## config.mk

```make
export PLATFORM = sky130hd
export DESIGN_NAME = sync_length_crc32_frame_receiver_flat
export DESIGN_NICKNAME = d
export VERILOG_FILES = /design/src/hdl/frx_pkg.sv /design/src/hdl/frx_if.sv /design/src/hdl/frx_csr_regs.sv /design/src/hdl/frx_deframer.sv /design/src/hdl/sync_length_crc32_frame_receiver.sv /design/src/flat_wrapper.sv
export SDC_FILE = /design/constraint.sdc
export NUM_CORES = 1
export LEC_CHECK = 0
export BUFFER_PORTS_ARGS = -buffer_cell sky130_fd_sc_hd__buf_2
export CORE_ASPECT_RATIO = 0.5
export CORE_MARGIN = 3
export CORE_UTILIZATION = 30
export CTS_CLUSTER_DIAMETER = 120
export DETAILED_ROUTE_END_ITERATION = 10
export HOLD_SLACK_MARGIN = 0.02
export RECOVER_POWER = 25
export SLEW_MARGIN = 20
export SYNTH_ARGS = -nofsm -noshare
export SYNTH_HDL_FRONTEND = slang
export SYNTH_HIERARCHICAL = 1
export SYNTH_SLANG_ARGS = --single-unit
```

## constraint.sdc

```tcl
create_clock -name clock -period 6.2 [get_ports clock]
set_clock_uncertainty 0.1 [all_clocks]
set_input_delay 1.24 -clock clock [delete_from_list [all_inputs] [get_ports clock]]
set_output_delay 1.24 -clock clock [all_outputs]
set_load 0.02 [all_outputs]
```

## src/hdl/frx_pkg.sv

```systemverilog
// ----------------------------------------------------------------------------
// frx_pkg
// Shared types, constants and the byte-wide CRC-32 update for the sync /
// length / CRC-32 frame receiver.
// ----------------------------------------------------------------------------
package frx_pkg;

   // Hard limit on the payload length, independent of the register
   localparam int unsigned MAX_PAYLOAD = 4096;

   // Field widths
   localparam int unsigned BYTE_W   = 8;
   localparam int unsigned LEN_W    = 13;
   localparam int unsigned HLEN_W   = 16;
   localparam int unsigned TICK_W   = 16;
   localparam int unsigned PIDX_W   = 12;
   localparam int unsigned CRC_W    = 32;
   // Position counter: header, up to a 16-bit length and four checksum bytes
   localparam int unsigned POS_W    = 17;
   localparam int unsigned CSR_IDX_W  = 3;
   localparam int unsigned CSR_DATA_W = 16;

   // Header lengths in bytes (sync pair, optional ids, length pair)
   localparam logic [POS_W-1:0] HEAD_IDS    = POS_W'(6);
   localparam logic [POS_W-1:0] HEAD_NO_IDS = POS_W'(4);

   localparam logic [CRC_W-1:0] CRC_INIT = 32'hFFFF_FFFF;
   localparam logic [CRC_W-1:0] CRC_POLY = 32'hEDB8_8320;

   // Input word kinds
   localparam logic KIND_BYTE = 1'b0;
   localparam logic KIND_TICK = 1'b1;

   // Configuration register indexes
   typedef enum logic [CSR_IDX_W-1:0] {
      REG_SYNC_FIRST  = 3'd0,
      REG_SYNC_SECOND = 3'd1,
      REG_USE_IDS     = 3'd2,
      REG_OWN_ID      = 3'd3,
      REG_MAX_PAYLOAD = 3'd4,
      REG_TIMEOUT_MS  = 3'd5
   } reg_index_type;

   // Configuration as seen by the deframer
   typedef struct packed {
      logic [BYTE_W-1:0] sync_first;
      logic [BYTE_W-1:0] sync_second;
      logic              use_ids;
      logic [BYTE_W-1:0] own_id;
      logic [LEN_W-1:0]  max_payload;
      logic [TICK_W-1:0] timeout_ms;
   } cfg_type;

   // One result word
   typedef struct packed {
      logic              handled_ok;
      logic              payload_valid;
      logic [BYTE_W-1:0] payload_byte;
      logic [PIDX_W-1:0] payload_index;
      logic              frame_end;
      logic              frame_good;
      logic [BYTE_W-1:0] source_id;
      logic [LEN_W-1:0]  frame_length;
   } rsp_type;

   // Reflected CRC-32 update by one byte
   function automatic logic [CRC_W-1:0] crc_byte(input logic [CRC_W-1:0] crc,
                                                 input logic [BYTE_W-1:0] b);
      logic [CRC_W-1:0] c;
      c = crc ^ {24'd0, b};
      for (int i = 0; i < 8; i++) begin
         if (c[0]) begin
            c = (c >> 1) ^ CRC_POLY;
         end else begin
            c = c >> 1;
         end
      end
      return c;
   endfunction

endpackage

```

## src/hdl/frx_if.sv

```systemverilog
// ----------------------------------------------------------------------------
// frx_if
// Valid/ready channels of the frame receiver: input word, result word and
// configuration write.
// ----------------------------------------------------------------------------
interface frx_req_if;
   import frx_pkg::*;
   logic              valid;
   logic              ready;
   logic              kind;
   logic [BYTE_W-1:0] rx_byte;
   modport source (output valid, kind, rx_byte, input ready);
   modport sink   (input valid, kind, rx_byte, output ready);
endinterface

interface frx_rsp_if;
   import frx_pkg::*;
   logic              valid;
   logic              ready;
   logic              handled_ok;
   logic              payload_valid;
   logic [BYTE_W-1:0] payload_byte;
   logic [PIDX_W-1:0] payload_index;
   logic              frame_end;
   logic              frame_good;
   logic [BYTE_W-1:0] source_id;
   logic [LEN_W-1:0]  frame_length;
   modport source (output valid, handled_ok, payload_valid, payload_byte, payload_index,
                   frame_end, frame_good, source_id, frame_length, input ready);
   modport sink   (input valid, handled_ok, payload_valid, payload_byte, payload_index,
                   frame_end, frame_good, source_id, frame_length, output ready);
endinterface

interface frx_csr_if;
   import frx_pkg::*;
   logic                  valid;
   logic                  ready;
   logic [CSR_IDX_W-1:0]  index;
   logic [CSR_DATA_W-1:0] data;
   modport source (output valid, index, data, input ready);
   modport sink   (input valid, index, data, output ready);
endinterface

```

## src/hdl/frx_csr_regs.sv

```systemverilog
// ----------------------------------------------------------------------------
// frx_csr_regs
// Configuration registers of the frame receiver, written through the
// configuration channel; writes to unknown indexes are dropped.
// ----------------------------------------------------------------------------
module frx_csr_regs (
   input  logic            clock,
   input  logic            reset,
   frx_csr_if.sink         csr_ch,
   output frx_pkg::cfg_type cfg
);
   import frx_pkg::*;

   cfg_type cfg_ff;
   cfg_type cfg_in;

   // Always take configuration words
   assign csr_ch.ready = 1'b1;

   // Decode the register index and merge the written field
   always_comb begin
      cfg_in = cfg_ff;
      if (csr_ch.valid) begin
         case (csr_ch.index)
            REG_SYNC_FIRST:  cfg_in.sync_first  = csr_ch.data[BYTE_W-1:0];
            REG_SYNC_SECOND: cfg_in.sync_second = csr_ch.data[BYTE_W-1:0];
            REG_USE_IDS:     cfg_in.use_ids     = csr_ch.data[0];
            REG_OWN_ID:      cfg_in.own_id      = csr_ch.data[BYTE_W-1:0];
            REG_MAX_PAYLOAD: cfg_in.max_payload = csr_ch.data[LEN_W-1:0];
            REG_TIMEOUT_MS:  cfg_in.timeout_ms  = csr_ch.data[TICK_W-1:0];
            default:         cfg_in = cfg_ff;
         endcase
      end
   end

   // Hold the registers
   always_ff @(posedge clock) begin
      if (reset) begin
         cfg_ff.sync_first  <= '0;
         cfg_ff.sync_second <= '0;
         cfg_ff.use_ids     <= 1'b0;
         cfg_ff.own_id      <= '0;
         cfg_ff.max_payload <= LEN_W'(MAX_PAYLOAD);
         cfg_ff.timeout_ms  <= '1;
      end else begin
         cfg_ff <= cfg_in;
      end
   end

   assign cfg = cfg_ff;

endmodule

```

## src/hdl/frx_deframer.sv

```systemverilog
// ----------------------------------------------------------------------------
// frx_deframer
// Input register, frame state and result register. Each word is decoded in
// one pass from the input register into the result register.
// ----------------------------------------------------------------------------
module frx_deframer (
   input  logic             clock,
   input  logic             reset,
   input  frx_pkg::cfg_type cfg,
   frx_req_if.sink          req_ch,
   frx_rsp_if.source        rsp_ch
);
   import frx_pkg::*;

   // Input register
   logic              s1_valid_ff, s1_valid_in;
   logic              s1_kind_ff;
   logic [BYTE_W-1:0] s1_byte_ff;

   // Result register
   logic    out_valid_ff, out_valid_in;
   rsp_type out_ff, out_in;

   // Frame state
   logic [POS_W-1:0]  pos_ff, pos_in;
   logic [TICK_W-1:0] idle_ff, idle_in;
   logic [BYTE_W-1:0] src_ff, src_in;
   logic [BYTE_W-1:0] dst_ff, dst_in;
   logic [HLEN_W-1:0] len_ff, len_in;
   logic [CRC_W-1:0]  crc_ff, crc_in;
   logic [CRC_W-1:0]  chk_ff, chk_in;

   logic             advance;
   logic             req_accept;
   logic             timed_out;
   logic [POS_W-1:0] pos_step;
   logic [POS_W-1:0] pos_cur;
   logic [POS_W-1:0] head_w;
   logic [POS_W-1:0] end_pos;
   logic [POS_W-1:0] pidx_w;
   logic [POS_W-1:0] ci_w;
   logic [CRC_W-1:0] crc_first;
   logic [CRC_W-1:0] crc_next;

   // Move the held word into the result register when that is free
   assign advance      = s1_valid_ff && (!out_valid_ff || rsp_ch.ready);
   assign req_ch.ready = !s1_valid_ff || advance;
   assign req_accept   = req_ch.valid && req_ch.ready;

   // Position of this byte, restarting the frame after an idle gap
   assign pos_step  = pos_ff + POS_W'(1);
   assign timed_out = (pos_step != POS_W'(1)) && !cfg.timeout_ms[TICK_W-1] &&
                      (idle_ff > {1'b0, cfg.timeout_ms[TICK_W-2:0]});
   assign pos_cur   = timed_out ? POS_W'(1) : pos_step;

   assign head_w    = cfg.use_ids ? HEAD_IDS : HEAD_NO_IDS;
   assign end_pos   = head_w + POS_W'(len_ff);
   assign pidx_w    = pos_cur - POS_W'(1) - head_w;
   assign ci_w      = pos_cur - POS_W'(1) - end_pos;
   assign crc_first = crc_byte(CRC_INIT, s1_byte_ff);
   assign crc_next  = crc_byte(crc_ff, s1_byte_ff);

   // Decode one word against the frame state
   always_comb begin
      logic [HLEN_W-1:0] len_new;
      logic [CRC_W-1:0]  chk_new;
      len_new  = len_ff;
      chk_new  = chk_ff;
      pos_in   = pos_ff;
      idle_in  = idle_ff;
      src_in   = src_ff;
      dst_in   = dst_ff;
      len_in   = len_ff;
      crc_in   = crc_ff;
      chk_in   = chk_ff;
      out_in   = '0;
      out_in.handled_ok = 1'b1;

      if (s1_kind_ff == KIND_TICK) begin
         // Count idle ticks, saturating
         if (idle_ff != '1) begin
            idle_in = idle_ff + TICK_W'(1);
         end
      end else begin
         idle_in = '0;
         pos_in  = pos_cur;
         if (pos_cur == POS_W'(1)) begin
            // First sync byte
            if (s1_byte_ff != cfg.sync_first) begin
               pos_in = '0;
               out_in.handled_ok = 1'b0;
            end else begin
               crc_in = crc_first;
            end
         end else if (pos_cur == POS_W'(2)) begin
            // Second sync byte; a repeated first sync restarts the hunt
            if (s1_byte_ff == cfg.sync_second) begin
               crc_in = crc_next;
            end else if (s1_byte_ff == cfg.sync_first) begin
               pos_in = POS_W'(1);
               crc_in = crc_first;
            end else begin
               pos_in = '0;
               out_in.handled_ok = 1'b0;
            end
         end else if (pos_cur <= head_w) begin
            // Header: ids and little-endian length
            crc_in = crc_next;
            if (cfg.use_ids) begin
               if (pos_cur == POS_W'(3)) begin
                  src_in = s1_byte_ff;
               end else if (pos_cur == POS_W'(4)) begin
                  dst_in = s1_byte_ff;
               end else if (pos_cur == POS_W'(5)) begin
                  len_new = {len_ff[HLEN_W-1:BYTE_W], s1_byte_ff};
               end else begin
                  len_new = {s1_byte_ff, len_ff[BYTE_W-1:0]};
               end
            end else begin
               if (pos_cur == POS_W'(3)) begin
                  len_new = {len_ff[HLEN_W-1:BYTE_W], s1_byte_ff};
               end else begin
                  len_new = {s1_byte_ff, len_ff[BYTE_W-1:0]};
                  src_in  = '0;
               end
            end
            len_in = len_new;
            // Drop a frame whose length is over either limit
            if ((pos_cur == head_w) &&
                ((len_new > HLEN_W'(cfg.max_payload)) || (len_new > HLEN_W'(MAX_PAYLOAD)))) begin
               pos_in = '0;
               out_in.handled_ok = 1'b0;
            end
         end else if (pos_cur <= end_pos) begin
            // Payload byte, passed straight through
            crc_in = crc_next;
            out_in.payload_valid = 1'b1;
            out_in.payload_byte  = s1_byte_ff;
            out_in.payload_index = pidx_w[PIDX_W-1:0];
         end else begin
            // Checksum byte, little-endian; the fourth one ends the frame
            chk_new[ci_w[1:0]*BYTE_W +: BYTE_W] = s1_byte_ff;
            chk_in = chk_new;
            if (ci_w >= POS_W'(3)) begin
               pos_in = '0;
               out_in.frame_end    = 1'b1;
               out_in.frame_good   = ((crc_ff ^ CRC_INIT) == chk_new) &&
                                     (!cfg.use_ids || (dst_ff == cfg.own_id));
               out_in.source_id    = cfg.use_ids ? src_ff : '0;
               out_in.frame_length = len_ff[LEN_W-1:0];
            end
         end
      end
   end

   // Input register valid: load on accept, drain on advance
   always_comb begin
      if (req_accept) begin
         s1_valid_in = 1'b1;
      end else if (advance) begin
         s1_valid_in = 1'b0;
      end else begin
         s1_valid_in = s1_valid_ff;
      end
   end

   // Result register valid: fill on advance, drain when taken
   always_comb begin
      if (advance) begin
         out_valid_in = 1'b1;
      end else if (rsp_ch.ready) begin
         out_valid_in = 1'b0;
      end else begin
         out_valid_in = out_valid_ff;
      end
   end

   // Control and frame state
   always_ff @(posedge clock) begin
      if (reset) begin
         s1_valid_ff  <= 1'b0;
         out_valid_ff <= 1'b0;
         pos_ff       <= '0;
         idle_ff      <= '0;
         src_ff       <= '0;
         dst_ff       <= '0;
         len_ff       <= '0;
         crc_ff       <= CRC_INIT;
         chk_ff       <= '0;
      end else begin
         s1_valid_ff  <= s1_valid_in;
         out_valid_ff <= out_valid_in;
         if (advance) begin
            pos_ff  <= pos_in;
            idle_ff <= idle_in;
            src_ff  <= src_in;
            dst_ff  <= dst_in;
            len_ff  <= len_in;
            crc_ff  <= crc_in;
            chk_ff  <= chk_in;
         end
      end
   end

   // Payload registers
   always_ff @(posedge clock) begin
      if (req_accept) begin
         s1_kind_ff <= req_ch.kind;
         s1_byte_ff <= req_ch.rx_byte;
      end
      if (advance) begin
         out_ff <= out_in;
      end
   end

   assign rsp_ch.valid         = out_valid_ff;
   assign rsp_ch.handled_ok    = out_ff.handled_ok;
   assign rsp_ch.payload_valid = out_ff.payload_valid;
   assign rsp_ch.payload_byte  = out_ff.payload_byte;
   assign rsp_ch.payload_index = out_ff.payload_index;
   assign rsp_ch.frame_end     = out_ff.frame_end;
   assign rsp_ch.frame_good    = out_ff.frame_good;
   assign rsp_ch.source_id     = out_ff.source_id;
   assign rsp_ch.frame_length  = out_ff.frame_length;

   // Input stalls only while both registers are full and the output is held
   a_stall_only_when_full: assert property (@(posedge clock) disable iff (reset)
      !req_ch.ready |-> (s1_valid_ff && out_valid_ff && !rsp_ch.ready))
      else $error("input stalled with room in the pipeline");

   // A tick yields a plain accepted word
   a_tick_result: assert property (@(posedge clock) disable iff (reset)
      (advance && (s1_kind_ff == KIND_TICK)) |=>
         (out_valid_ff && out_ff.handled_ok && !out_ff.payload_valid && !out_ff.frame_end))
      else $error("tick produced a non-empty result");

   // Verdict fields stay clear outside the frame end
   a_verdict_only_at_end: assert property (@(posedge clock) disable iff (reset)
      (out_valid_ff && !out_ff.frame_end) |->
         (!out_ff.frame_good && (out_ff.source_id == '0) && (out_ff.frame_length == '0)))
      else $error("verdict fields set without frame end");

   // A finished frame returns the receiver to the hunt
   a_end_restarts_hunt: assert property (@(posedge clock) disable iff (reset)
      (advance && out_in.frame_end) |=> (pos_ff == '0))
      else $error("frame end did not restart the hunt");

   // A payload byte is never also a rejection or a frame end
   a_payload_exclusive: assert property (@(posedge clock) disable iff (reset)
      (out_valid_ff && out_ff.payload_valid) |-> (out_ff.handled_ok && !out_ff.frame_end))
      else $error("payload word flagged as rejected or frame end");

endmodule

```

## src/hdl/sync_length_crc32_frame_receiver.sv

```systemverilog
// ----------------------------------------------------------------------------
// sync_length_crc32_frame_receiver
// Receives sync / ids / length / payload / CRC-32 frames one byte or tick
// word at a time and returns one result word for each input word.
// ----------------------------------------------------------------------------
// Path: input register, then result register, which drives rsp_ch.
// Throughput: one word per cycle while rsp_ch is ready; the byte-wide CRC
// update and header decode sit between the input and result registers.
// Reset: synchronous, active high; clears the frame state to the sync hunt,
// sets the CRC to all ones and loads the register defaults. No clearing pass.
// ----------------------------------------------------------------------------
module sync_length_crc32_frame_receiver (
   input  logic      clock,
   input  logic      reset,
   frx_req_if.sink   req_ch,
   frx_rsp_if.source rsp_ch,
   frx_csr_if.sink   csr_ch
);
   import frx_pkg::*;

   cfg_type cfg;

   // Configuration registers
   frx_csr_regs u_csr (
      .clock  (clock),
      .reset  (reset),
      .csr_ch (csr_ch),
      .cfg    (cfg)
   );

   // Frame decode datapath
   frx_deframer u_deframer (
      .clock  (clock),
      .reset  (reset),
      .cfg    (cfg),
      .req_ch (req_ch),
      .rsp_ch (rsp_ch)
   );

endmodule

```

## src/flat_wrapper.sv

```systemverilog
// flat-port wrapper written by rule: the top's interface ports become plain ports
module sync_length_crc32_frame_receiver_flat import frx_pkg::*;
  (clock, reset, req_ch_valid, req_ch_kind, req_ch_rx_byte, req_ch_ready, rsp_ch_valid, rsp_ch_handled_ok, rsp_ch_payload_valid, rsp_ch_payload_byte, rsp_ch_payload_index, rsp_ch_frame_end, rsp_ch_frame_good, rsp_ch_source_id, rsp_ch_frame_length, rsp_ch_ready, csr_ch_valid, csr_ch_index, csr_ch_data, csr_ch_ready);
  frx_req_if req_ch_i ();
  frx_rsp_if rsp_ch_i ();
  frx_csr_if csr_ch_i ();
  input  logic clock;
  input  logic reset;
  input wire logic [$bits(req_ch_i.valid)-1:0] req_ch_valid;
  input wire logic [$bits(req_ch_i.kind)-1:0] req_ch_kind;
  input wire logic [$bits(req_ch_i.rx_byte)-1:0] req_ch_rx_byte;
  output wire logic [$bits(req_ch_i.ready)-1:0] req_ch_ready;
  output wire logic [$bits(rsp_ch_i.valid)-1:0] rsp_ch_valid;
  output wire logic [$bits(rsp_ch_i.handled_ok)-1:0] rsp_ch_handled_ok;
  output wire logic [$bits(rsp_ch_i.payload_valid)-1:0] rsp_ch_payload_valid;
  output wire logic [$bits(rsp_ch_i.payload_byte)-1:0] rsp_ch_payload_byte;
  output wire logic [$bits(rsp_ch_i.payload_index)-1:0] rsp_ch_payload_index;
  output wire logic [$bits(rsp_ch_i.frame_end)-1:0] rsp_ch_frame_end;
  output wire logic [$bits(rsp_ch_i.frame_good)-1:0] rsp_ch_frame_good;
  output wire logic [$bits(rsp_ch_i.source_id)-1:0] rsp_ch_source_id;
  output wire logic [$bits(rsp_ch_i.frame_length)-1:0] rsp_ch_frame_length;
  input wire logic [$bits(rsp_ch_i.ready)-1:0] rsp_ch_ready;
  input wire logic [$bits(csr_ch_i.valid)-1:0] csr_ch_valid;
  input wire logic [$bits(csr_ch_i.index)-1:0] csr_ch_index;
  input wire logic [$bits(csr_ch_i.data)-1:0] csr_ch_data;
  output wire logic [$bits(csr_ch_i.ready)-1:0] csr_ch_ready;
  assign req_ch_i.valid = req_ch_valid;
  assign req_ch_i.kind = req_ch_kind;
  assign req_ch_i.rx_byte = req_ch_rx_byte;
  assign req_ch_ready = req_ch_i.ready;
  assign rsp_ch_valid = rsp_ch_i.valid;
  assign rsp_ch_handled_ok = rsp_ch_i.handled_ok;
  assign rsp_ch_payload_valid = rsp_ch_i.payload_valid;
  assign rsp_ch_payload_byte = rsp_ch_i.payload_byte;
  assign rsp_ch_payload_index = rsp_ch_i.payload_index;
  assign rsp_ch_frame_end = rsp_ch_i.frame_end;
  assign rsp_ch_frame_good = rsp_ch_i.frame_good;
  assign rsp_ch_source_id = rsp_ch_i.source_id;
  assign rsp_ch_frame_length = rsp_ch_i.frame_length;
  assign rsp_ch_i.ready = rsp_ch_ready;
  assign csr_ch_i.valid = csr_ch_valid;
  assign csr_ch_i.index = csr_ch_index;
  assign csr_ch_i.data = csr_ch_data;
  assign csr_ch_ready = csr_ch_i.ready;
  sync_length_crc32_frame_receiver u_core (.clock(clock), .reset(reset), .req_ch(req_ch_i), .rsp_ch(rsp_ch_i), .csr_ch(csr_ch_i));
endmodule
```

After elaboration in Yosys (flattened, before gate mapping):

Index checks and enable logic that the tools add are counted.

* bits in registers: 239
* logic and storage cells: 189
* bits in writable memories: 0
* bits in latches: 0
* memory bits (read-only): 0
* output and inout port bits: 48
* memories: 0

* $lt $le $gt $ge: 6
* bitwise gates (word level): 27
* add/sub/neg operators: 7
* equality and inequality tests: 23
* multipliers: 0
* shift operators: 2
* div/mod/pow operators: 0
* muxes and demuxes: 63
* reductions and logical operators: 36

Operator list (number)
* 32-bit 2-to-1 mux: 23
* 13-bit inverter with 14-bit output: 16
* 16-bit 2-to-1 mux: 11
* 17-bit 2-to-1 mux: 9
* 17-bit by 2-bit equality test with 1-bit output (second input constant): 2
* 17-bit by 3-bit equality test with 1-bit output (second input constant): 2
* 5-bit negation with 34-bit output: 1
* 8-bit by 34-bit variable shift with 32-bit output (first input constant): 1
* 8-bit by 34-bit indexed part select with 32-bit output: 1
* 32-bit bitwise mux: 1
* 32-bit equality test: 1
* 8-bit 2-to-1 mux: 4
* 32-bit inverter: 1
* 8-bit inverter with 32-bit output: 1
* 32-bit by 8-bit XOR with 32-bit output: 1
* 8-bit equality test: 3
* 23-bit 2-to-1 mux: 1
* 21-bit 2-to-1 mux: 1
* 17-bit by 1-bit adder with 17-bit output (second input constant): 1
* 3-bit by 16-bit adder with 17-bit output: 1
* 17-bit by 1-bit equality test with 1-bit output (second input constant): 1
* 17-bit by 3-bit equality test with 1-bit output: 1
* 17-bit by 2-bit >= comparator with 1-bit output (second input constant): 1
* 17-bit <= comparator: 1
* other kinds (35): 78

Longest topological paths before layout:

Gate-level depths: netlist (run 1).

* depth in word-level cells: 21
* mapped depth: 31
* depth with buffers taken out: 27

Cells and area by module:

The synthesis (run 1) kept the hierarchy.

Modules (own cells, without submodules)
* frx_deframer: times used 1, area each 13636.8 µm², cells each 1590
* frx_csr_regs: times used 1, area each 2245.9 µm², cells each 217

Least setup slack after synthesis (run 1):

OpenSTA, ideal clock, no wires.

* kind: register to register
* start point: register u_core.u_deframer.pos_ff[1]
* end point: register u_core.u_deframer.out_ff, in the netlist u_core/u_deframer/rsp_ch.source_id[1] (data pin)
* setup slack: -0.440 ns
* stages on the path, launching flop included: 30
* arrival time: 6.285 ns
* cell sequence: dfxtp_1 -> ha_1 -> buf_6 -> nand4_1 -> nor4_2 -> xor2_1 -> nor4_1 -> a21o_1 -> buf_2 -> nand2_1 -> inv_1 -> ha_1 -> buf_6 -> clkbuf_1 -> o221a_2 -> o21ai_0 -> xnor2_1 -> ha_1 -> o21ai_0 -> a21oi_1 -> or4_1 -> nor4_1 -> nand4_1 -> a2111oi_0 -> nor3b_1 -> o2111ai_1 -> a2111oi_4 -> nor3_1 -> clkbuf_1 -> and3_1

* longest elaborated chain between the ends: 10
* elaborated cells between the ends (all ways): 14
* classes of those cells: 3 x add/sub; 3 x order compare; 3 x eq/ne; 1 x mux; 1 x bitwise; 3 x reduce/logical

RTL lines
* from (decl): line frx_deframer.sv:25 `logic [POS_W-1:0] pos_ff, pos_in;`
* from (signal assigned): line frx_deframer.sv:194 `pos_ff <= pos_in;`
* 17-bit by 1-bit adder with 17-bit output (*): line frx_deframer.sv:51 `assign pos_step = pos_ff + POS_W'(1);`
* 17-bit by 1-bit inequality test with 1-bit output: line frx_deframer.sv:52 `assign timed_out = (pos_step != POS_W'(1)) && !cfg.timeout_ms[TICK_W-1] &&`
* 1-bit logical AND (2 in a row): line frx_deframer.sv:52
* 17-bit 2-to-1 mux (*): line frx_deframer.sv:54 `assign pos_cur = timed_out ? POS_W'(1) : pos_step;`
* 17-bit by 1-bit subtractor with 17-bit output: line frx_deframer.sv:59 `assign ci_w = pos_cur - POS_W'(1) - end_pos;`
* 17-bit subtractor: line frx_deframer.sv:59
* 17-bit by 2-bit >= comparator with 1-bit output: line frx_deframer.sv:144 `if (ci_w >= POS_W'(3)) begin`
* 1-bit inverter (no source line)
* 7-bit OR reduction (no source line) (*)
* to (signal assigned): line frx_deframer.sv:212 `out_ff <= out_in;`
* to (decl): line frx_deframer.sv:22 `rsp_type out_ff, out_in;`

Mark *: on every way between the ends. The rest lies on a longest branch, timed or not.
A chain may end at the register's enable or synchronous reset.

Worst setup path in the final report (run 1):

* start point: register u_core.u_csr.cfg_ff, in the netlist u_core/u_csr/cfg[13]
* end point: register u_core.u_deframer.out_ff, in the netlist u_core/u_deframer/rsp_ch.frame_good (data pin)

* longest elaborated chain between the ends: 10
* elaborated cells between the ends (all ways): 18
* classes of those cells: 3 x add/sub; 4 x order compare; 3 x eq/ne; 2 x shift; 2 x mux; 1 x bitwise; 3 x reduce/logical

RTL lines
* from (decl): line frx_csr_regs.sv:14 `cfg_type cfg_ff;`
* from (signal assigned): line frx_csr_regs.sv:46 `cfg_ff <= cfg_in;`
* 16-bit by 15-bit greater-than comparator with 1-bit output (*): line frx_deframer.sv:53 `(idle_ff > {1'b0, cfg.timeout_ms[TICK_W-2:0]});`
* 1-bit logical AND (*): line frx_deframer.sv:52
* 17-bit 2-to-1 mux (*): line frx_deframer.sv:54
* 17-bit by 1-bit subtractor with 17-bit output: line frx_deframer.sv:59
* 17-bit subtractor: line frx_deframer.sv:59
* 5-bit negation with 34-bit output: line frx_deframer.sv:142 `chk_new[ci_w[1:0]*BYTE_W +: BYTE_W] = s1_byte_ff;`
* 8-bit by 34-bit indexed part select with 32-bit output / 8-bit by 34-bit variable shift with 32-bit output (equally long branches): line frx_deframer.sv:142
* 32-bit bitwise mux: line frx_deframer.sv:142
* 32-bit equality test: line frx_deframer.sv:147 `out_in.frame_good = ((crc_ff ^ CRC_INIT) == chk_new) &&`
* 1-bit logical AND: line frx_deframer.sv:147

Marked as above.

==> impl_metrics.ini, run 1 <==
[critical_path]
path_cells = inv_1 > ha_1 > nand4b_1 > o21ai_0 > a211o_1 > o31ai_4 > a21o_1 > nand2_1 > buf_4 > ha_4 > inv_1 > fa_1 > buf_4 > inv_1 > ha_1 > nor4_2 > buf_4 > a22oi_1 > xor2_1 > nor4_1 > nand4_1 > nor4_1 > nand4_1 > nor3_1
cpPeakStageDelay_ns = 0.51
endpoint_kind = register
crit_fanout = 14
cp_slowest_cell = fa_1
cp.buffers_inverters = 6
critical_path_class = register to register
cp.required_ns = 6.46
crit_family = simple AND/OR/NAND/NOR gates
start_kind = register
r2r_setup_slack_ns = 0.21
worst_ep_arrival_time_ns = 6.25

[yosys]
ys_async_sr_fraction = 0
seq_area_frac_synth = 0.335
synth_xor_area_frac = 0.140
syn_nets = 1919
synthFlopType = dfxtp_1
yosys-mux-area-fraction = 0.0645
synth_top_family_by_area = simple AND/OR/NAND/NOR gates
synthAdderAreaFrac = 0.0634
yosys_warnings = 6
syn_area_per_cell_um2 = 8.79
synth_simple_gate_area_share = 0.187
syn_inst = 1807
ys_types = 89
syn-cell-area_um2 = 15900
synth_edf_count = 54
synth_compound_area_frac = 0.159
synth_seq_cells = 239

[layout]
final_core_util = 0.367
ff_latch_area_um2 = 5330
diodes = 0
final_cell_mix = dfxtp_1 (181), xnor2_1 (147), nor2_1 (143), buf_4 (124), nand2_1 (111)
layout.nets = 2034
multiInputGateArea_um2 = 10100
drive_above_1_share = 0.184
fill_cells = 5165
synthToLayoutAreaGrowth_pct = 18.4
mostFrequentLayoutCell = dfxtp_1

[die]
start_util = 0.310
die_h_um = 169
die_w_um = 331
rows = 58
core_um2 = 51200
dieArea_um2 = 55900
pin_count = 81

[sta]
fin_crit_ns = 5.99
worst_slew_pin_slew_ns = 3.45
min_period_over_period = 0.966
worst_slack_ns = 0.212
hold_violations = 0
slew_violations = 136
slew_headroom = -1.30
max_freq_mhz = 167
setup_viol = 0

[clock_tree]
clk_pin_slew_ns = 0.06
numCtsBuffers = 26
cts_tree = yes
clk_latency_ns = 0.57
root_buffer = clkbuf_16
cts_hold_buf = 0
h-tree-depth = 1
clk_path_buf_depth = 3
cts.sinks = 239

[power]
p_switching_uw = 901
ir_worst_vdd_mv = 0.160
powerDensity_nw_per_um2 = 193
switching_share = 0.248
intPower_mw = 2.73
pwr-share-seq = 0.448
leakage_nw = 7.56
power_mw = 3.63
combPwrFrac = 0.098
power_frac_clock = 0.455

[min_path]
holdCritPathClass = register to register

[global_routing]
grt.total_usage = 0.162
grt_pass1_vias = 13100
antenna_found_initial = 0
grt_pass1_wl_um = 73800
gr-total-overflow = 0
grt_max_degree = 90

[routing]
wl_um = 46700
wl_per_cell_um = 17.7
drt_pre_antenna_iters = 5
remaining_drc_errors = 0
drtIter0Drc = 955
postRouteAntennaNets = 0
vias_per_cell = 5.18
vias = 13600

[outcome]
status = finished, violations left
failed_checks = capacitance limit, slew limit

[place]
gp_congestion = 0.894
port-buffer-count = 79
pre_cts_ws_ns = -0.181
dp_hpwl_um = 33300

[flow_run]
drv_cap = 2
[logic make-up (layout without fill, tap and decap cells)]
kind of cell    Yosys count  after routing
simple gates            581            581
compound gates          368            368
xor+xnor                254            254
flops                   239            239
buf+inv                 184            318
mux                     100            100
fa+ha+maj                80             80
other cells               1              1
[per-stage QoR]
| step | TNS [ns] | hold slack [ns] | cells | area, µm² |
|---|---|---|---|---|
| final | 0 | 0.375 | 2631 | 18800 |
| after global routing | -0.0656 | 0.391 | 2631 | 18800 |
| after CTS | 0 | 0.375 | 2610 | 18400 |
| after detailed placement | -4.86 | 0.368 | 2559 | 17400 |
| after global placement | -0.690 | 0.358 | 2559 | 17400 |
| after floorplan | 0 | 0.349 | 1807 | 15900 |
[sequential cells by signal, summed over array words and instances, names as in the netlist, 8 cells and up]
name,cells
u_core/u_csr/cfg,54
u_core/u_deframer/chk_ff,32
u_core/u_deframer/crc_ff,32
u_core/u_deframer/dst_ff,8
u_core/u_deframer/idle_ff,16
u_core/u_deframer/len_ff,16
u_core/u_deframer/pos_ff,17
u_core/u_deframer/rsp_ch.frame_length,13
u_core/u_deframer/rsp_ch.payload_byte,8
u_core/u_deframer/rsp_ch.payload_index,12
u_core/u_deframer/rsp_ch.source_id,8
u_core/u_deframer/s1_byte_ff,8
u_core/u_deframer/src_ff,8
[layer usage]
layer | track usage | part of all wire
met5 | 0 | 0
met1 | 0.219 | 0.46
met2 | 0.274 | 0.47
met4 | 0.0418 | 0.025
met3 | 0.0192 | 0.050
[cells in the mapped netlist, types with 16 or more instances]
| library cell | count | share of area |
|---|---|---|
| o211ai_1 | 40 | 0.019 |
| nand3_1 | 65 | 0.020 |
| edfxtp_1 | 54 | 0.10 |
| mux2i_1 | 84 | 0.053 |
| inv_1 | 62 | 0.015 |
| xnor2_1 | 148 | 0.082 |
| a21o_1 | 16 | 0.0076 |
| clkbuf_1 | 77 | 0.018 |
| nand2b_1 | 55 | 0.022 |
| buf_2 | 24 | 0.0076 |
| nand4_1 | 30 | 0.012 |
| a22oi_1 | 42 | 0.020 |
| xor2_1 | 106 | 0.058 |
| nand2_1 | 113 | 0.027 |
| a21oi_1 | 84 | 0.026 |
| and3_1 | 27 | 0.011 |
| o21a_1 | 16 | 0.0076 |
| a211oi_1 | 16 | 0.0076 |
| and2_1 | 25 | 0.0098 |
| nor2_1 | 148 | 0.035 |
| o21ai_0 | 76 | 0.024 |
| nor3_1 | 25 | 0.0079 |
| dfxtp_1 | 185 | 0.23 |
| ha_1 | 78 | 0.061 |
| nor4_1 | 25 | 0.0098 |
[layout make-up]
class / count / area share
Timing Repair Buffer: 206 / 0.0723
Clock buffer: 36 / 0.0404
Clock inverter: 11 / 0.00792
Tap cell: 690 / 0.0459
Sequential cell: 239 / 0.284
Inverter: 65 / 0.0130
Multi-Input combinational cell: 1384 / 0.537
[timing repair]
action | CTS | global route
setup buffers | 4 | 20
setup endpoints to repair | 40 | 41
cloned | 0 | 1
pin swaps | 9 | 31
resized for setup | 14 | 52
[worst min-delay path, stage by stage, from the launching register on]
cell and delay [ns]:
dfxtp_1 0.31, o21ai_0 0.07, a21oi_1 0.06
[final timing paths]
kind / endpoint / cells after the start / startpoint
worst max register to register: u_core/u_deframer/rsp_ch.frame_good$_SDFFCE_PP0P_ / 24 / u_core/u_csr/cfg[13]$_SDFFE_PP1P_
worst min-delay path: u_core/u_deframer/chk_ff[15]$_SDFFE_PP0P_ / 2 / u_core/u_deframer/chk_ff[15]$_SDFFE_PP0P_
worst max-delay path: u_core/u_deframer/rsp_ch.frame_good$_SDFFCE_PP0P_ / 24 / u_core/u_csr/cfg[13]$_SDFFE_PP1P_
worst min register to register: u_core/u_deframer/chk_ff[15]$_SDFFE_PP0P_ / 2 / u_core/u_deframer/chk_ff[15]$_SDFFE_PP0P_
[power groups by stage]
| stage | registers [mW] | clock network [mW] | logic [mW] |
|---|---|---|---|
| 3_3_place_gp | 1.66 | 0 | 0.348 |
| 5_1_grt | 1.63 | 1.76 | 0.388 |
| 6_report | 1.63 | 1.65 | 0.355 |
| 3_5_place_dp | 1.66 | 0 | 0.350 |
| 4_1_cts | 1.63 | 1.70 | 0.353 |
| 2_1_floorplan | 1.67 | 0 | 0.244 |
Power figures use the tool's default switching activity.
==> run 2, diff against run 1 <==
--- a/config.mk
+++ b/config.mk
@@ -8,7 +8,7 @@
 export BUFFER_PORTS_ARGS = -buffer_cell sky130_fd_sc_hd__buf_2
 export CORE_ASPECT_RATIO = 0.5
 export CORE_MARGIN = 3
-export CORE_UTILIZATION = 30
+export CORE_UTILIZATION = 40
 export CTS_CLUSTER_DIAMETER = 120
 export DETAILED_ROUTE_END_ITERATION = 10
 export HOLD_SLACK_MARGIN = 0.02
==> run 2 against run 1 <==
Net effect:
- the flow still finishes with violations (capacitance limit, slew limit)
- via count increased by 0.78%
- cell count decreased by 5.8%
- count of clock-buffer cells in the layout decreased by 6
- non-clock buffer count increased by 18
- core utilization increased by 13 points
- combinational power decreased by 1%
- sequential cell count unchanged
- final area increased by 0.23%
- first-iteration DRC count increased by 15%
==> impl_metrics.ini, run 2 (synthesis results as in run 1) <==
[outcome]
status = finished, violations left
failed_checks = capacitance limit, slew limit

[sta]
slew_violations = 203
max_freq_mhz = 167
finalSetupTns_ns = 0
worst_slew_pin_slew_ns = 2.90
hold_violations = 0
fin_crit_ns = 5.98
setup_viol = 0
worst_slack_ns = 0.215
min_period_over_period = 0.965
slew_headroom = -0.936

[critical_path]
r2r_setup_slack_ns = 0.22
cp_slowest_cell = fa_2
crit_fanout = 4
cp.required_ns = 6.57
worst_ep_arrival_time_ns = 6.35
reg2reg_depth = 28
cpPeakStageDelay_ns = 0.46
start_kind = register
endpoint_kind = register
cpMostUsedCell = buf_4
critical_path_class = register to register
reg2reg_from = u_core/u_csr/cfg[9]$_SDFFE_PP1P_
reg2reg_to = u_core/u_deframer/pos_ff[1]$_SDFFE_PP0P_

[global_routing]
grt_max_degree = 83
gr-total-overflow = 0
antenna_found_initial = 0
grt.total_usage = 0.216
grt_pass1_vias = 13200
grt_pass1_wl_um = 73600

[die]
rows = 50
start_util = 0.415
die_h_um = 147
core_um2 = 38300
dieArea_um2 = 42300
die_w_um = 288
pin_count = 81

[layout]
fill_cells = 3674
diodes = 0
synthToLayoutAreaGrowth_pct = 18.7
largest_register_ff_count = 54
instances_no_fill = 2478
final_cell_mix = dfxtp_1 (178), nor2_1 (145), xnor2_1 (144), buf_4 (136), nand2_1 (111)
drive_above_1_share = 0.187
layout.nets = 2051
mostFrequentLayoutCell = dfxtp_1

[place]
port-buffer-count = 79
dp_cells = 2409
dp_hpwl_um = 33600
pre_cts_ws_ns = -0.333
gp_congestion = 0.911

[routing]
wl_per_cell_um = 19.1
drtIter0Drc = 1096
vias_per_cell = 5.54
drt_pre_antenna_iters = 5
vias = 13700
remaining_drc_errors = 0
postRouteAntennaNets = 0
wl_um = 47200

[min_path]
whs_path_depth = 2
holdCritPathClass = register to register
holdPathEnd = u_core/u_deframer/chk_ff[1]$_SDFFE_PP0P_
min_from = u_core/u_deframer/chk_ff[1]$_SDFFE_PP0P_

[clock_tree]
cts.sinks = 239
clk_latency_ns = 0.56
clk_pin_slew_ns = 0.07
cts_tree = yes
clk_path_buf_depth = 3
root_buffer = clkbuf_16
h-tree-depth = 1
numCtsBuffers = 25

[power]
leakage_nw = 7.61
powerDensity_nw_per_um2 = 193
ir_worst_vdd_mv = 0.145

[flow_run]
drv_cap = 3
[run 2: cell types whose count changed in the layout (fill, tap and decap cells not counted), moves of 3 or more]
| cell | previous run | this run |
|---|---|---|
| buf_2 | 77 | 55 |
| xnor2_1 | 147 | 144 |
| nor2_2 | 5 | 2 |
| dfxtp_1 | 181 | 178 |
| buf_4 | 124 | 136 |
| ha_4 | 4 | 8 |
| clkbuf_1 | 7 | 26 |
| dfxtp_2 | 3 | 6 |
| buf_6 | 1 | 6 |
| ha_2 | 4 | 1 |
[run 2: stage by stage]
step | cell area [µm²] | hold slack (ns) | power [mW] | util
2_1_floorplan | 15900 | 0.349 | 1.92 | -
3_5_place_dp | 17400 | 0.366 | 2.01 | 0.454
3_3_place_gp | 17400 | 0.359 | 2.01 | 0.454
4_1_cts | 18400 | 0.374 | 3.66 | 0.482
5_1_grt | 18800 | 0.395 | 3.76 | 0.492
6_report | 18800 | 0.374 | 3.63 | 0.492
[run 2: critical path: cells and delay by family, from the launching register on]
| kind | cells | cell delay [ns] |
|---|---|---|
| AO/OA/AOI/OAI | 9 | 1.91 |
| adder cells (fa/ha/maj) | 4 | 1.15 |
| buffers and inverters | 8 | 1.04 |
| flip-flops | 1 | 0.36 |
| AND/OR/NAND/NOR | 7 | 1.31 |
[run 2: cell type report]
class	instances	area (µm²)	area share
inverters	65	244	0.0129
multi-input cells	1384	10200	0.543
well taps	520	651	0.0345
repair buffers	224	1480	0.0787
clock inverters	16	206	0.0110
flip-flops and latches	239	5340	0.283
clock buffers	30	696	0.0369
[run 2: what timing repair did]
item,CTS,global route
endpoints found under the setup margin,40,41
resized for setup,29,63
setup buffers,4,18
pin swaps,8,35
hold buffers,0,0
gates cloned,0,2
[run 2: worst max-delay path by stage]
| stage | startpoint | endpoint | slack [ns] | cells after the start |
|---|---|---|---|---|
| after detailed placement | u_core/u_csr/cfg[13]$_SDFFE_PP1P_ | u_core/u_deframer/pos_ff[8]$_SDFFE_PP0P_ | -0.33 | 26 |
| after global routing | u_core/u_csr/cfg[7]$_SDFFE_PP1P_ | u_core/u_deframer/pos_ff[1]$_SDFFE_PP0P_ | -0.14 | 27 |
| after global placement | u_core/u_csr/cfg[14]$_SDFFE_PP1P_ | u_core/u_deframer/pos_ff[8]$_SDFFE_PP0P_ | -0.08 | 26 |
| after floorplan | u_core/u_deframer/pos_ff[1]$_SDFFE_PP0P_ | u_core/u_deframer/rsp_ch.source_id[1]$_SDFFCE_PP0P_ | 0.04 | 29 |
| after CTS | u_core/u_csr/cfg[13]$_SDFFE_PP1P_ | u_core/u_deframer/pos_ff[2]$_SDFFE_PP0P_ | 0.004 | 27 |
| final | u_core/u_csr/cfg[9]$_SDFFE_PP1P_ | u_core/u_deframer/pos_ff[1]$_SDFFE_PP0P_ | 0.22 | 28 |
[run 2: routing by layer]
layer	vias to the layer above	track usage	share of wire
met5	-	0.0148	0.0018
met3	90	0.0335	0.055
met4	2	0.0604	0.027
met1	6608	0.304	0.47
li1	6659	-	-
met2	363	0.343	0.45
[run 2: power by group]
group | switching, mW | internal (mW)
Clock | 0.678 | 0.974
Combinational | 0.216 | 0.136
Sequential | 0.0131 | 1.61
==> run 3, diff against run 2 <==
--- a/config.mk
+++ b/config.mk
@@ -6,7 +6,7 @@
 export NUM_CORES = 1
 export LEC_CHECK = 0
 export BUFFER_PORTS_ARGS = -buffer_cell sky130_fd_sc_hd__buf_2
-export CORE_ASPECT_RATIO = 0.5
+export CORE_ASPECT_RATIO = 1.75
 export CORE_MARGIN = 3
 export CORE_UTILIZATION = 40
 export CTS_CLUSTER_DIAMETER = 120
==> run 3 against run 2 <==
Net effect:
- the flow still finishes with violations (capacitance limit, slew limit)
- sequential power about the same
- setup slack worse by 0.14 ns
- total power down 5.1%
- count of clock-buffer cells in the layout up 1
- via count up 3.0%
- global-route usage up 1.5 points
- worst hold slack better by 0.0014 ns
- maximum frequency down 2.2%
- combinational power up 3%
- cell count up 0.85%
- core utilization down 0.67 points
- critical endpoint is now u_core/u_deframer/pos_ff[12]$_SDFFE_PP0P_
- highest routed layer is now met4
==> impl_metrics.ini, run 3 (synthesis results as in run 1) <==
[layout]
mostFrequentLayoutCell = buf_4
synthToLayoutAreaGrowth_pct = 19.7
largest_register_ff_count = 54
layout.nets = 2103
drive_above_1_share = 0.195
final_core_util = 0.486
final_cell_area_um2 = 19000
diodes = 0
final_cell_mix = buf_4 (190), dfxtp_1 (182), nor2_1 (146), xnor2_1 (146), nand2_1 (110)

[min_path]
holdPathEnd = u_core/u_csr/cfg[27]$_SDFFE_PP0P_
min_from = u_core/u_csr/cfg[27]$_SDFFE_PP0P_
holdCritPathClass = register to register
whs_path_depth = 2

[routing]
wl_per_cell_um = 20.3
wl_um = 50800
vias_per_cell = 5.66
drt_pre_antenna_iters = 7
drtIter0Drc = 728
postRouteAntennaNets = 0
remaining_drc_errors = 0
vias = 14100

[critical_path]
reg2reg_to = u_core/u_deframer/pos_ff[12]$_SDFFE_PP0P_
cp.required_ns = 6.58
cpMostUsedCell = buf_4
reg2reg_depth = 28
critical_path_class = register to register
cpPeakStageDelay_ns = 0.55
crit_fanout = 10
worst_ep_arrival_time_ns = 6.50
start_kind = register
cp_slowest_cell = or4_4
endpoint_kind = register
reg2reg_from = u_core/u_deframer/pos_ff[0]$_SDFFE_PP0P_
r2r_setup_slack_ns = 0.08

[global_routing]
grt_pass1_wl_um = 77800
antenna_found_initial = 0
gr-total-overflow = 0
grt.total_usage = 0.231
grt_max_degree = 94
grt_pass1_vias = 14200

[clock_tree]
cts_hold_buf = 0
clk_pin_slew_ns = 0.07
cts.sinks = 239
cts_tree = yes
clk_latency_ns = 0.56
clk_path_buf_depth = 3
root_buffer = clkbuf_16
h-tree-depth = 1
numCtsBuffers = 24

[place]
gp_congestion = 0.945
pre_cts_ws_ns = -0.693
dp_hpwl_um = 38400
port-buffer-count = 79
placed_cell_area_um2 = 17800

[outcome]
failed_checks = capacitance limit, slew limit
status = finished, violations left

[sta]
slew_violations = 94
max_freq_mhz = 163
hold_violations = 0
setup_viol = 0
min_period_over_period = 0.987
slew_headroom = -1.47
rsz0062_at_grt = true
worst_slack_ns = 0.0791
worst_slew_pin_slew_ns = 3.71
fin_crit_ns = 6.12

[power]
ir_worst_vdd_mv = 0.210
powerDensity_nw_per_um2 = 181
power_mw = 3.45
leakage_nw = 7.76

[die]
dieArea_um2 = 42200
die_w_um = 157
pin_count = 81
core_um2 = 39200
start_util = 0.406
die_h_um = 270
rows = 96

[flow_run]
drv_cap = 1
-- run 3: cell types whose count changed in the layout (fill, tap and decap cells not counted), moves of 5 or more --
cell and change:
clkinvlp_4 -5, buf_4 +54, buf_2 -23, clkbuf_1 +25
-- run 3: how the worst max path moves through the flow --
stage / startpoint / end / slack, ns / cells after the start
after detailed placement: u_core/u_csr/cfg[14]$_SDFFE_PP1P_ / u_core/u_deframer/pos_ff[8]$_SDFFE_PP0P_ / -0.69 / 28
after global routing: u_core/u_deframer/pos_ff[1]$_SDFFE_PP0P_ / u_core/u_deframer/pos_ff[12]$_SDFFE_PP0P_ / -0.25 / 28
after global placement: u_core/u_csr/cfg[13]$_SDFFE_PP1P_ / u_core/u_deframer/pos_ff[8]$_SDFFE_PP0P_ / -0.62 / 28
after floorplan: u_core/u_deframer/pos_ff[1]$_SDFFE_PP0P_ / u_core/u_deframer/rsp_ch.source_id[1]$_SDFFCE_PP0P_ / 0.04 / 29
final: u_core/u_deframer/pos_ff[0]$_SDFFE_PP0P_ / u_core/u_deframer/pos_ff[12]$_SDFFE_PP0P_ / 0.08 / 28
after CTS: u_core/u_csr/cfg[14]$_SDFFE_PP1P_ / u_core/u_deframer/pos_ff[12]$_SDFFE_PP0P_ / 0.004 / 30
-- run 3: cell type report --
cell class              count  area [µm²]
fillers                  3774       20100
multi-input cells        1386       10200
flip-flops and latches    239        5330
repair buffers            275        1830
clock buffers              31         657
well taps                 490         613
inverters                  65         244
clock inverters            13         125
-- run 3: metal layers --
layer	global-route usage	share of wire	vias to the layer above
li1	-	-	6773
met1	0.241	0.36	6796
met2	0.437	0.53	383
met3	0.0198	0.035	185
met4	0.142	0.075	0
met5	0	0	-
-- run 3: metrics by stage --
step                hold WS [ns]  std cells  setup TNS, ns
global placement           0.357       2441         -21.31
detailed placement         0.369       2441         -24.24
floorplan                  0.349       1807              0
finish                     0.375       2499              0
global route               0.403       2499          -6.94
CTS                        0.378       2487              0
-- run 3: power by group --
| group | internal, mW | total [mW] | switching (mW) | leakage [nW] |
|---|---|---|---|---|
| sequential | 1.61 | 1.63 | 0.0143 | 2.02 |
| clock | 0.801 | 1.46 | 0.656 | 0.393 |
| combinational | 0.136 | 0.361 | 0.225 | 5.35 |
-- run 3: timing repair --
action                                  in CTS  in global routing
setup buffers                                2                 11
resized for setup                           17                 64
cloned                                       0                  2
endpoints found under the setup margin      40                 41
pin swaps                                    8                 61
-- run 3: worst max-delay path: cells and delay by family (launching register included) --
family                   cells  cell delay (ns)
buffers and inverters        7             1.16
AO/OA/AOI/OAI                9             1.93
XOR/XNOR                     1             0.13
AND/OR/NAND/NOR              9             2.01
flip-flops                   1             0.34
adder cells (fa/ha/maj)      2             0.38
